`config.mk`:
```
export PLATFORM = sky130hd
export DESIGN_NAME = light_balance_tracker_stepper_top
export DESIGN_NICKNAME = d
export VERILOG_FILES = /design/src/sv/lbt_pkg.sv /design/src/sv/lbt_ema.sv /design/src/sv/lbt_axis.sv /design/src/sv/light_balance_tracker_stepper_top.sv
export SDC_FILE = /design/constraint.sdc
export NUM_CORES = 1
export LEC_CHECK = 0
export ABC_AREA = 1
export BUFFER_PORTS_ARGS = -buffer_cell sky130_fd_sc_hd__clkbuf_2
export CORE_MARGIN = 5
export CORE_UTILIZATION = 49
export CTS_CLUSTER_SIZE = 40
export DETAILED_ROUTE_END_ITERATION = 7
export PLACE_DENSITY = 0.68
export SLEW_MARGIN = 20
export SYNTH_ARGS = -nofsm -noshare
export SYNTH_HDL_FRONTEND = slang
export SYNTH_SLANG_ARGS = --single-unit
```
`constraint.sdc`:
```
create_clock -name clock -period 12.35 [get_ports clock]
set_clock_uncertainty 0.15 [all_clocks]
set_input_delay 2.47 -clock clock [delete_from_list [all_inputs] [get_ports clock]]
set_output_delay 2.47 -clock clock [all_outputs]
set_load 0.02 [all_outputs]
```
`src/sv/lbt_pkg.sv`:
```
// shared constants and types for the light balance tracker stepper
package lbt_pkg;

   // configuration register indexes
   localparam logic [2:0] CSR_DIFF_THRESHOLD  = 3'd0;
   localparam logic [2:0] CSR_NIGHT_THRESHOLD = 3'd1;
   localparam logic [2:0] CSR_EMA_ALPHA       = 3'd2;
   localparam logic [2:0] CSR_X_MIN           = 3'd3;
   localparam logic [2:0] CSR_X_MAX           = 3'd4;
   localparam logic [2:0] CSR_Y_MIN           = 3'd5;
   localparam logic [2:0] CSR_Y_MAX           = 3'd6;

   localparam int CSR_INDEX_W = 3;
   localparam int CSR_DATA_W  = 13;

   // sensor offsets
   localparam logic [10:0] OFFS_LEFT   = 11'd22;
   localparam logic [10:0] OFFS_RIGHT  = 11'd20;
   localparam logic [10:0] OFFS_TOP    = 11'd90;
   localparam logic [10:0] OFFS_BOTTOM = 11'd170;

   // night rest position
   localparam logic [7:0] REST_X = 8'd90;
   localparam logic [7:0] REST_Y = 8'd20;

   // reset values
   localparam logic [9:0]  RST_DIFF_THRESHOLD  = 10'd5;
   localparam logic [12:0] RST_NIGHT_THRESHOLD = 13'd50;
   localparam logic [8:0]  RST_EMA_ALPHA       = 9'd26;
   localparam logic [7:0]  RST_X_MIN           = 8'd0;
   localparam logic [7:0]  RST_X_MAX           = 8'd90;
   localparam logic [7:0]  RST_Y_MIN           = 8'd50;
   localparam logic [7:0]  RST_Y_MAX           = 8'd90;
   localparam logic [7:0]  RST_PAN             = 8'd50;
   localparam logic [7:0]  RST_TILT            = 8'd90;

   // alpha full scale in q1.8
   localparam logic [8:0] ALPHA_ONE = 9'd256;

   typedef struct packed {
      logic [7:0] lo;
      logic [7:0] hi;
   } limits_type;

endpackage

```
`src/sv/lbt_ema.sv`:
```
// exponential filter update for the bottom sensor, q10.8
module lbt_ema (
   input  logic [8:0]  alpha,
   input  logic [9:0]  sample,
   input  logic [17:0] filt,
   output logic [17:0] filt_next
);

   logic [8:0]  alpha_sat;
   logic [8:0]  alpha_inv;
   logic [18:0] prod_new;
   logic [26:0] prod_old;
   logic [19:0] sum;

   // a*b*256 is a multiple of 256, so the shift only touches the old term
   always_comb begin
      alpha_sat = (alpha > lbt_pkg::ALPHA_ONE) ? lbt_pkg::ALPHA_ONE : alpha;
      alpha_inv = lbt_pkg::ALPHA_ONE - alpha_sat;
      prod_new  = 19'(alpha_sat) * 19'(sample);
      prod_old  = 27'(alpha_inv) * 27'(filt);
      sum       = 20'(prod_new) + 20'(prod_old[26:8]);
      filt_next = sum[17:0];
   end

endmodule

```
`src/sv/lbt_axis.sv`:
```
// one axis: deadband test, one degree step and clamp
module lbt_axis (
   input  logic [7:0]               angle,
   input  logic [10:0]              val_a,
   input  logic [10:0]              val_b,
   input  logic [9:0]               diff_threshold,
   input  lbt_pkg::limits_type      limits,
   output logic [7:0]               angle_next
);

   logic [10:0]       diff;
   logic signed [9:0] stepped;
   logic signed [9:0] lo_s;
   logic signed [9:0] hi_s;

   always_comb begin
      diff    = (val_a > val_b) ? (val_a - val_b) : (val_b - val_a);
      lo_s    = signed'({2'b00, limits.lo});
      hi_s    = signed'({2'b00, limits.hi});
      // step toward the dimmer side, may leave 0..255 before the clamp
      stepped = (val_a > val_b) ? (signed'({2'b00, angle}) - 10'sd1)
                                : (signed'({2'b00, angle}) + 10'sd1);
      if (diff > {1'b0, diff_threshold}) begin
         if (stepped < lo_s) begin
            angle_next = limits.lo;
         end else if (stepped > hi_s) begin
            angle_next = limits.hi;
         end else begin
            angle_next = stepped[7:0];
         end
      end else begin
         angle_next = angle;
      end
   end

endmodule

```
`src/sv/light_balance_tracker_stepper_top.sv`:
```
// top level of the light balance tracker stepper
// throughput: one item per cycle unless the result channel stalls;
// an input register and a result register separate the two channels,
// and pan, tilt and filter state update in one pass
// reset: synchronous active high, restores registers to defaults, pan 50,
// tilt 90, filter 0, and empties both pipeline registers
module light_balance_tracker_stepper_top (
   input  logic                           clock,
   input  logic                           reset,
   // input item channel
   input  logic                           req_valid,
   output logic                           req_ready,
   input  logic [9:0]                     req_light_left,
   input  logic [9:0]                     req_light_right,
   input  logic [9:0]                     req_light_top,
   input  logic [9:0]                     req_light_bottom,
   // result item channel
   output logic                           rsp_valid,
   input  logic                           rsp_ready,
   output logic [7:0]                     rsp_angle_x,
   output logic [7:0]                     rsp_angle_y,
   output logic [12:0]                    rsp_total_light,
   output logic                           rsp_night_mode,
   // configuration write channel
   input  logic                           csr_valid,
   output logic                           csr_ready,
   input  logic [lbt_pkg::CSR_INDEX_W-1:0] csr_index,
   input  logic [lbt_pkg::CSR_DATA_W-1:0]  csr_data
);

   // configuration registers
   logic [9:0]  diff_threshold_ff;
   logic [12:0] night_threshold_ff;
   logic [8:0]  ema_alpha_ff;
   logic [7:0]  x_min_ff;
   logic [7:0]  x_max_ff;
   logic [7:0]  y_min_ff;
   logic [7:0]  y_max_ff;

   // tracking state
   logic [7:0]  pan_ff;
   logic [7:0]  pan_in;
   logic [7:0]  tilt_ff;
   logic [7:0]  tilt_in;
   logic [17:0] filt_ff;
   logic [17:0] filt_in;

   // input register
   logic        in_valid_ff;
   logic [9:0]  left_ff;
   logic [9:0]  right_ff;
   logic [9:0]  top_ff;
   logic [9:0]  bottom_ff;

   // result register
   logic        out_valid_ff;
   logic [7:0]  angle_x_ff;
   logic [7:0]  angle_y_ff;
   logic [12:0] total_ff;
   logic        night_ff;

   // handshake
   logic        out_free;
   logic        advance;
   logic        req_accept;

   // datapath
   logic [10:0] lv;
   logic [10:0] rv;
   logic [10:0] tv;
   logic [10:0] bv;
   logic [12:0] total;
   logic        night;
   logic [7:0]  pan_step;
   logic [7:0]  tilt_step;

   lbt_pkg::limits_type x_limits;
   lbt_pkg::limits_type y_limits;

   // the result register frees up when empty or when its item is taken
   assign out_free   = !out_valid_ff || rsp_ready;
   assign advance    = in_valid_ff && out_free;
   assign req_ready  = !in_valid_ff || out_free;
   assign req_accept = req_valid && req_ready;
   assign csr_ready  = 1'b1;

   // configuration writes, unknown indexes are dropped
   always_ff @(posedge clock) begin
      if (reset) begin
         diff_threshold_ff  <= lbt_pkg::RST_DIFF_THRESHOLD;
         night_threshold_ff <= lbt_pkg::RST_NIGHT_THRESHOLD;
         ema_alpha_ff       <= lbt_pkg::RST_EMA_ALPHA;
         x_min_ff           <= lbt_pkg::RST_X_MIN;
         x_max_ff           <= lbt_pkg::RST_X_MAX;
         y_min_ff           <= lbt_pkg::RST_Y_MIN;
         y_max_ff           <= lbt_pkg::RST_Y_MAX;
      end else if (csr_valid && csr_ready) begin
         unique case (csr_index)
            lbt_pkg::CSR_DIFF_THRESHOLD:  diff_threshold_ff  <= csr_data[9:0];
            lbt_pkg::CSR_NIGHT_THRESHOLD: night_threshold_ff <= csr_data[12:0];
            lbt_pkg::CSR_EMA_ALPHA:       ema_alpha_ff       <= csr_data[8:0];
            lbt_pkg::CSR_X_MIN:           x_min_ff           <= csr_data[7:0];
            lbt_pkg::CSR_X_MAX:           x_max_ff           <= csr_data[7:0];
            lbt_pkg::CSR_Y_MIN:           y_min_ff           <= csr_data[7:0];
            lbt_pkg::CSR_Y_MAX:           y_max_ff           <= csr_data[7:0];
            default: begin
            end
         endcase
      end
   end

   // input register control
   always_ff @(posedge clock) begin
      if (reset) begin
         in_valid_ff <= 1'b0;
      end else if (req_ready) begin
         in_valid_ff <= req_valid;
      end
   end

   // input register payload
   always_ff @(posedge clock) begin
      if (req_accept) begin
         left_ff   <= req_light_left;
         right_ff  <= req_light_right;
         top_ff    <= req_light_top;
         bottom_ff <= req_light_bottom;
      end
   end

   // bottom filter, runs on every item, night or not
   lbt_ema u_ema (
      .alpha     (ema_alpha_ff),
      .sample    (bottom_ff),
      .filt      (filt_ff),
      .filt_next (filt_in)
   );

   // offset-corrected readings and their sum
   always_comb begin
      lv    = 11'(left_ff) + lbt_pkg::OFFS_LEFT;
      rv    = 11'(right_ff) + lbt_pkg::OFFS_RIGHT;
      tv    = 11'(top_ff) + lbt_pkg::OFFS_TOP;
      bv    = 11'(filt_in[17:8]) + lbt_pkg::OFFS_BOTTOM;
      total = 13'(lv) + 13'(rv) + 13'(tv) + 13'(bv);
      night = total < night_threshold_ff;
   end

   assign x_limits = '{lo: x_min_ff, hi: x_max_ff};
   assign y_limits = '{lo: y_min_ff, hi: y_max_ff};

   // horizontal axis, decreases when left is brighter
   lbt_axis u_axis_x (
      .angle          (pan_ff),
      .val_a          (lv),
      .val_b          (rv),
      .diff_threshold (diff_threshold_ff),
      .limits         (x_limits),
      .angle_next     (pan_step)
   );

   // vertical axis, decreases when top is brighter
   lbt_axis u_axis_y (
      .angle          (tilt_ff),
      .val_a          (tv),
      .val_b          (bv),
      .diff_threshold (diff_threshold_ff),
      .limits         (y_limits),
      .angle_next     (tilt_step)
   );

   // night parks at the rest position without limits
   assign pan_in  = night ? lbt_pkg::REST_X : pan_step;
   assign tilt_in = night ? lbt_pkg::REST_Y : tilt_step;

   // tracking state advances once per item
   always_ff @(posedge clock) begin
      if (reset) begin
         pan_ff  <= lbt_pkg::RST_PAN;
         tilt_ff <= lbt_pkg::RST_TILT;
         filt_ff <= '0;
      end else if (advance) begin
         pan_ff  <= pan_in;
         tilt_ff <= tilt_in;
         filt_ff <= filt_in;
      end
   end

   // result register control
   always_ff @(posedge clock) begin
      if (reset) begin
         out_valid_ff <= 1'b0;
      end else if (out_free) begin
         out_valid_ff <= in_valid_ff;
      end
   end

   // result register payload
   always_ff @(posedge clock) begin
      if (advance) begin
         angle_x_ff <= pan_in;
         angle_y_ff <= tilt_in;
         total_ff   <= total;
         night_ff   <= night;
      end
   end

   assign rsp_valid       = out_valid_ff;
   assign rsp_angle_x     = angle_x_ff;
   assign rsp_angle_y     = angle_y_ff;
   assign rsp_total_light = total_ff;
   assign rsp_night_mode  = night_ff;

endmodule

```
==> metrics.csv <==
metric,value,unit
status,finished clean,
clockBufferDepth,2,
crit_fanout,8,
synth.distinct_cells,53,
wirelength,54400,um
grt_use_total,0.241,
hold_viol_final,0,
fp-row-count,74,
grt_pass1_wl,86400,um
htreeDepth,4,
synthFlopType,dfxtp_1,
core_area,40600,um2
io_pins,94,
reg2reg_from,ema_alpha_ff[8],
wire_per_inst,16.6,um
die-area,45100,um2
drcViolationCount,0,
grt_antenna_before_repair,0,
grt_max_degree,79,
r2r-end,rsp_angle_y[3],
max_freq,0.0834,GHz
instances_no_fill,3277,
n_fill_cell,3779,
setup.worst_path.start_class,register,
ys_seq_area_frac,0.205,
drive_gt1_frac,0.125,
timing.final.crit_share,0.971,
synth.cell_area,20100,um2
die_y,212,um
hp-class,register to register,
yosys_warnings,0,
synthCells,2599,
rsz0062_at_grt,true,
clock_latency,460,ps
cts_buffers,17,
ctsHoldBuffers,0,
first_global_vias,17200,
synth_edf_count,70,
grt.overflow.total,0,
slew-limit-headroom,0.519,
whs_path_depth,2,
crit_path_end_kind,register,
ys_seq_elements,170,
avgSynthCellArea,7.71,um2
clockRootBuffer,clkbuf_16,
pre_cts_ws,-348,ps
startpoint,ema_alpha_ff[8],
dr_total_vias,17300,
crit_top_cell,inv_1,
final_nets,3216,
async_reset_ff_frac,0,
cp_slowest_cell,fa_1,
r2r_cells,72,
slowest_delay,530,ps
place_congestion,1.01,
drv_cap,0,
critPathArrivalTime,12050,ps
clk_pin_slew,80,ps
worst_pin_slew,722,ps
min_to,night_threshold_ff[8],
antenna_left,0,
setup_viol,0,
cts_tree,yes,
critPathRequiredTime,12410,ps
drv_slew,0,
vias_per_cell,5.28,
initial_utilization,0.493,
final.min_clock_period,11990,ps
detail_route.first_pass.iterations,6,
critPathKind,register to register,
first_iter_violations,1095,
regToRegSetupSlack,360,ps
placed_cells,3218,
synth_nets,3083,
antenna_cells,0,
io_buffers,92,
cts_sinks,170,
area_growth_syn_to_layout,13.5,%
hp-start,night_threshold_ff[8],
dp_hpwl,44000,um
die_w,212,um
hold_ws,318,ps
worst_slack,356,ps
[through the flow]
step | TNS (ps) | util | cell area, um2
CTS | 0 | 0.541 | 22000
global placement | 0 | 0.524 | 21300
floorplan | 0 | - | 20100
finish | 0 | 0.560 | 22800
global route | -2740 | 0.560 | 22800
detailed placement | -3820 | 0.524 | 21300
[worst max path at each step]
stage	end	slack, ps	cells past startpoint
2_1_floorplan	rsp_angle_y[6]	760	69
3_3_place_gp	rsp_angle_y[3]	20	73
3_5_place_dp	rsp_angle_y[3]	-350	73
4_1_cts	rsp_angle_y[3]	20	72
5_1_grt	rsp_angle_y[1]	-250	72
6_report	rsp_angle_y[3]	360	72
[synthesized netlist by cell type (26+ instances only)]
library cell / instances / area [um2]
inv_1: 581 / 2180
nand2_1: 468 / 1760
ha_1: 217 / 2720
nor2_1: 216 / 811
fa_1: 206 / 4120
a21oi_1: 192 / 961
o21ai_0: 131 / 656
dfxtp_1: 100 / 2000
nand3_1: 81 / 405
edfxtp_1: 70 / 2100
xor2_1: 69 / 604
clkbuf_1: 37 / 139
nand4_1: 26 / 163
o211ai_1: 26 / 195
[what timing repair did]
| item | CTS | global route |
|---|---|---|
| setup buffers | 1 | 22 |
| resized for setup | 8 | 120 |
| gates cloned | 1 | 3 |
| pin swaps | 2 | 54 |
| endpoints found under the setup margin | 16 | 33 |
[cells in the final DEF (no fill, tap or decap), types with 7 or more instances in the layout]
master and instances:
a21oi_1 176, a21oi_2 15, buf_4 69, clkbuf_16 19
clkbuf_2 92, dfxtp_1 99, edfxtp_1 70, fa_1 206
ha_1 200, ha_4 15, inv_1 573, inv_2 10
nand2_1 447, nand2_2 31, nand2_4 9, nand3_1 77
nand3_2 9, nand3b_1 7, nand4_1 26, nor2_1 200
nor2_2 13, nor3_1 16, o211ai_1 26, o21ai_0 127
o21ai_1 16, o21bai_1 11, xnor2_1 15, xor2_1 65
[layer usage]
layer,share of wire,up-vias,global-route usage
met5,0,-,0
met2,0.50,478,0.433
li1,-,8389,-
met3,0.049,108,0.0264
met1,0.41,8315,0.302
met4,0.037,0,0.0832
[sequential cells by signal, summed over array words and instances, names as in the netlist, 9 cells and up]
register,cells
top_ff,10
left_ff,10
night_threshold_ff,13
bottom_ff,10
diff_threshold_ff,10
ema_alpha_ff,9
rsp_total_light,13
filt_ff,18
right_ff,10
[critical path: cells and delay by family, from the launching register on]
family                   cells  cell delay (ps)
adder cells (fa/ha/maj)      9             3650
flip-flops                   1              340
XOR/XNOR                     2              370
buffers and inverters       11              840
AO/OA/AOI/OAI               23             3390
AND/OR/NAND/NOR             27             2930
[logic make-up after synthesis]
logic type | after synthesis | synth area share
mux | 6 | 0.00306
xor+xnor | 88 | 0.0384
flops | 170 | 0.205
simple gates | 856 | 0.178
fa+ha+maj | 423 | 0.341
compound gates | 409 | 0.112
other cells | 1 | 0.000187
buf+inv | 646 | 0.122
[cell type report]
type | instances | area [um2] | area share
Timing Repair Buffer | 163 | 1010 | 0.0444
Tap cell | 532 | 666 | 0.0292
Multi-Input combinational cell | 1787 | 14100 | 0.622
Clock buffer | 19 | 475 | 0.0209
Inverter | 593 | 2240 | 0.0982
Clock inverter | 13 | 118 | 0.00517
Sequential cell | 170 | 4110 | 0.180
Power is left out: the tool's default activity adds up to more than one toggle a clock period on the data nets, which glitch-free logic cannot reach.
